**config.mk**
```make
export PLATFORM = sky130hd
export DESIGN_NAME = bbpll_mul
export DESIGN_NICKNAME = d
export VERILOG_FILES = /design/src/hw/rtl/bbpll_pkg.sv /design/src/hw/rtl/bbpll_mul.sv
export SDC_FILE = /design/constraint.sdc
export NUM_CORES = 2
export LEC_CHECK = 0
export ABC_CLOCK_PERIOD_IN_PS = 22300
export BUFFER_PORTS_ARGS = -buffer_cell sky130_fd_sc_hd__buf_2
export CORE_UTILIZATION = 55
export DETAILED_ROUTE_END_ITERATION = 12
export GPL_ROUTABILITY_DRIVEN = 0
export PLACE_DENSITY = 0.72
export SLEW_MARGIN = 25
export SYNTH_ARGS = -nofsm -noshare
export SYNTH_HDL_FRONTEND = slang
export SYNTH_SLANG_ARGS = --single-unit
```
**constraint.sdc**
```tcl
create_clock -name clk -period 22.3 [get_ports clk]
set_input_delay 2.23 -clock clk [delete_from_list [all_inputs] [get_ports clk]]
set_output_delay 2.23 -clock clk [all_outputs]
set_load 0.05 [all_outputs]
```
**src/hw/rtl/bbpll_pkg.sv**
```systemverilog
// shared constants and codes for the bang-bang pll loop step
`default_nettype none

package bbpll_pkg;

    // shared multiplier operand and product widths
    localparam int MUL_W  = 32;
    localparam int PROD_W = 2 * MUL_W;

    // configuration register indexes
    localparam int CFG_IDX_W = 3;
    localparam int CFG_DATA_W = 32;
    localparam logic [CFG_IDX_W-1:0] REG_REF_PERIOD  = 3'd0;
    localparam logic [CFG_IDX_W-1:0] REG_FREE_PERIOD = 3'd1;
    localparam logic [CFG_IDX_W-1:0] REG_DIVIDE      = 3'd2;
    localparam logic [CFG_IDX_W-1:0] REG_DCO_GAIN    = 3'd3;
    localparam logic [CFG_IDX_W-1:0] REG_PROP_GAIN   = 3'd4;
    localparam logic [CFG_IDX_W-1:0] REG_INT_GAIN    = 3'd5;

    // detector codes
    localparam logic [1:0] SIGN_ZERO = 2'd0;
    localparam logic [1:0] SIGN_POS  = 2'd1;
    localparam logic [1:0] SIGN_NEG  = 2'd2;

    // saturation limits
    localparam logic signed [63:0] S64_MAX   = 64'sh7fff_ffff_ffff_ffff;
    localparam logic signed [63:0] S64_MIN   = 64'sh8000_0000_0000_0000;
    localparam logic signed [23:0] INTEG_MAX = 24'sh7f_ffff;
    localparam logic signed [23:0] INTEG_MIN = 24'sh80_0000;
    localparam logic signed [42:0] CTRL_MAX  = 43'sh7f_ffff_ffff;
    localparam logic signed [42:0] CTRL_MIN  = 43'sh780_0000_0000;

endpackage

`default_nettype wire

```
**src/hw/rtl/bbpll_mul.sv**
```systemverilog
// shared unsigned multiplier with registered product
`default_nettype none

module bbpll_mul (
    input  wire logic                         clk,
    input  wire logic [bbpll_pkg::MUL_W-1:0]  a,
    input  wire logic [bbpll_pkg::MUL_W-1:0]  b,
    output logic      [bbpll_pkg::PROD_W-1:0] prod
);

    logic [bbpll_pkg::PROD_W-1:0] prod_reg;

    always_ff @(posedge clk)
    begin
        prod_reg <= bbpll_pkg::PROD_W'(a) * bbpll_pkg::PROD_W'(b);
    end

    assign prod = prod_reg;

endmodule

`default_nettype wire

```
==> parameters.txt <==
Parameter                              Value

STA
  Unrepaired setup endpoints after global routing    no
  Slew Viols, Final    0
  Achievable clock frequency    101 MHz
  Setup TNS    0 ns
  Final period util    0.443
  Max-slew headroom at the worst pin    0.424
  Min Clock Period, post-route    ~9.9 ns
  Setup-failing EPs final    0
  Slew @ Worst Pin    0.865 ns
  Final hold viol count    0

Detailed routing
  Total detailed-routing wirelength    89,400 um
  Post-DR vias/cell    5.49
  Initial DRC count    1,703
  Post-detailed-route wirelength per cell    just under 20 um
  Number of nets with antenna violations after detailed routing    0
  DRC violation count after routing    0
  Vias after detailed routing    24,791
  Detailed-router iteration count before antenna repair    5

Logic synthesis
  Fraction of registers with async set or reset after synthesis    0
  Post-synthesis net count    4,972
  Warning count from the yosys run    0
  Synth top area share    0.517
  Flops & latches, synth    64
  Count of flip-flops with a built-in enable after synthesis    0
  Sequential-to-total area share from yosys stat    0.0369
  Post-synth cell types    57
  Top_reg_cell synth    dfxtp_1
  Netlist area before placement    0.0347 sq mm
  Cell types with the largest area share after synthesis    fa_1 52%, and2_1 11%, ha_1 9.5%, inv_1 9.4%, nand2_1 5.2%
  Cell type with the largest total area after synthesis    fa_1
  Synthesized netlist cell count    3,748
  Average cell area after synthesis    slightly above 9 sq um

Layout
  Commonest non-fill, non-tap cell in the layout    fa_1
  Flip-flop and latch area    0.00128 sq mm
  Share of post-route cells with drive strength above 1    0.0449
  Leading cell types in the layout, fill and taps excluded    896 x fa_1, 865 x inv_1, 602 x and2_1
  Area occupied by multi-input gates    slightly below 0.03 sq mm
  NumNets Final    4,896
  Area added between synthesis and finish    3.50%
  Fillers    5,446
  Max reg flops    64

Place
  Detailed-placement wirelength estimate    71,000 um
  Port Buffer Count    about 130

Clock network
  Post-CTS Setup Repair Bufs    0
  Max Buffers Root-to-Sink    2
  Number of CTS-inserted buffers    9
  Number of gates resized after CTS    0
  Hold-fix buffers at CTS    0
  Clk sink count    64
  CTS Root Cell    clkbuf_16
  H-tree lvl count    3
  CTS tree    yes
  Worst-path clk slew    0.06 ns

Worst setup path
  Worst Path Class, Setup    input port to flip-flop
  Cell-by-cell listing of the critical path    buf_2 > nand2_1 > fa_1 > inv_1 > fa_1 > inv_1 > fa_1 > inv_1 > fa_1 > fa_1 > fa_1 > fa_1 > inv_1 > fa_1 > inv_1 > ha_1 > nand4_1 > or4_1 > or3_1 > a31oi_1 > a31o_2 > a211oi_1 > o21ai_1 > xor2_1
  CP endpoint kind    flip-flop
  Worst-path cell with the longest stage delay    buf_2
  Max Fanout on Critical Path    32
  CP required    22.57 ns
  Crit path top cell by count    fa_1
  Launching element type of the critical path    input port
  Max stage delay on crit path    0.61 ns
  Critical path data arrival time    about 10 ns

Global routing
  Total overflow reported by the global router    0
  Pin count of the biggest net entering global routing    33
  First-pass GRT wire length    around 150,000 um
  Vias in the first global route    27,473
  All-layer global routing usage    0.297
  Antenna violations before repair    3

Run
  Max_cap viols    0

Die
  Die span in x    253 um
  Vert. Die Dim    253 um
  Initial cell density of the core    0.559
  Core ar.    0.0621 sq mm
  Number of placement rows    between 90 and 100
  Overall die area    0.0641 sq mm
  I/O pins    129

Min path
  Worst hold path stage count    2
  Path class of the lowest-slack min-delay path    input port to flip-flop
  Worst hold start    b[0]
  Terminating pin of the worst hold path    prod[0]$_DFF_P_

Run status
  Result of the run    completed
logic make-up (layout without fill, tap and decap cells):
kind of cell,after synthesis,after routing,synth area share
AND/OR/NAND/NOR,1177,1177,0.176
AO/OA/AOI/OAI,202,202,0.0415
buffers and inverters,1085,1014,0.118
multiplexers,1,1,0.000289
other,0,1,0
flip-flops,64,64,0.0369
XOR/XNOR,60,60,0.0152
adder cells (fa/ha/maj),1159,1159,0.612
worst max path at each step:
stage,start,end,cells past startpoint,slack [ns]
floorplan,a[25],prod[62]$_DFF_P_,25,13.32
global placement,a[25],prod[62]$_DFF_P_,24,12.37
detailed placement,a[23],prod[62]$_DFF_P_,24,12.25
CTS,a[23],prod[62]$_DFF_P_,24,12.56
global route,a[25],prod[62]$_DFF_P_,24,12.10
finish,a[25],prod[62]$_DFF_P_,24,12.43
layout make-up:
cell class | instances | area share
antenna | 1 | 0.0000697
sequential | 64 | 0.0357
tap | 837 | 0.0292
inverter | 865 | 0.0905
multi-input combinational | 2599 | 0.817
clock inverter | 6 | 0.00254
clock buffer | 10 | 0.00638
timing repair buffer | 133 | 0.0189
cells in the mapped netlist (all sizes together) (9+ instances only):
cell      n
and2    602
o21bai   11
fa      896
inv     865
nand2   480
xor2     25
and3     14
a21o     40
nand4    23
a21oi    66
nand3    10
clkbuf  213
o21ai    26
o21a      9
ha      263
a31oi    12
nor2     20
dfxtp    64
xnor2    35
critical path, delay by kind of cell:
family | cells | cell delay (ns)
adders and majority gates | 9 | 4.50
buffers and inverters | 6 | 0.85
AOI/OAI and AO/OA | 4 | 1.12
and+or+nand+nor | 4 | 1.21
xor gates and xnor gates | 1 | 0.17
through the flow:
stage                     area (sq um)  cells  setup slack (ns)   util  hold WS (ns)
after global placement           35600   4498             12.37  0.573          2.70
after floorplan                  34700   3748             13.32      -          2.36
after global routing             35900   4515             12.10  0.578          2.57
after CTS                        35900   4514             12.56  0.578          2.55
after detailed placement         35600   4498             12.25  0.573          2.70
final                            35900   4515             12.43  0.578          2.56
metal layers:
layer / global-route usage / share of wire / vias up / wire [um]
met4: 0.154 / 0.059 / 0 / 5270
met2: 0.525 / 0.51 / 910 / 46000
met1: 0.355 / 0.37 / 12930 / 32800
li1: - / - / 10693 / -
met3: 0.0362 / 0.059 / 258 / 5280
met5: 0 / 0 / - / 0
Power is not shown: default switching activity piles up to over one toggle a cycle in this logic, so the estimate is an artifact.
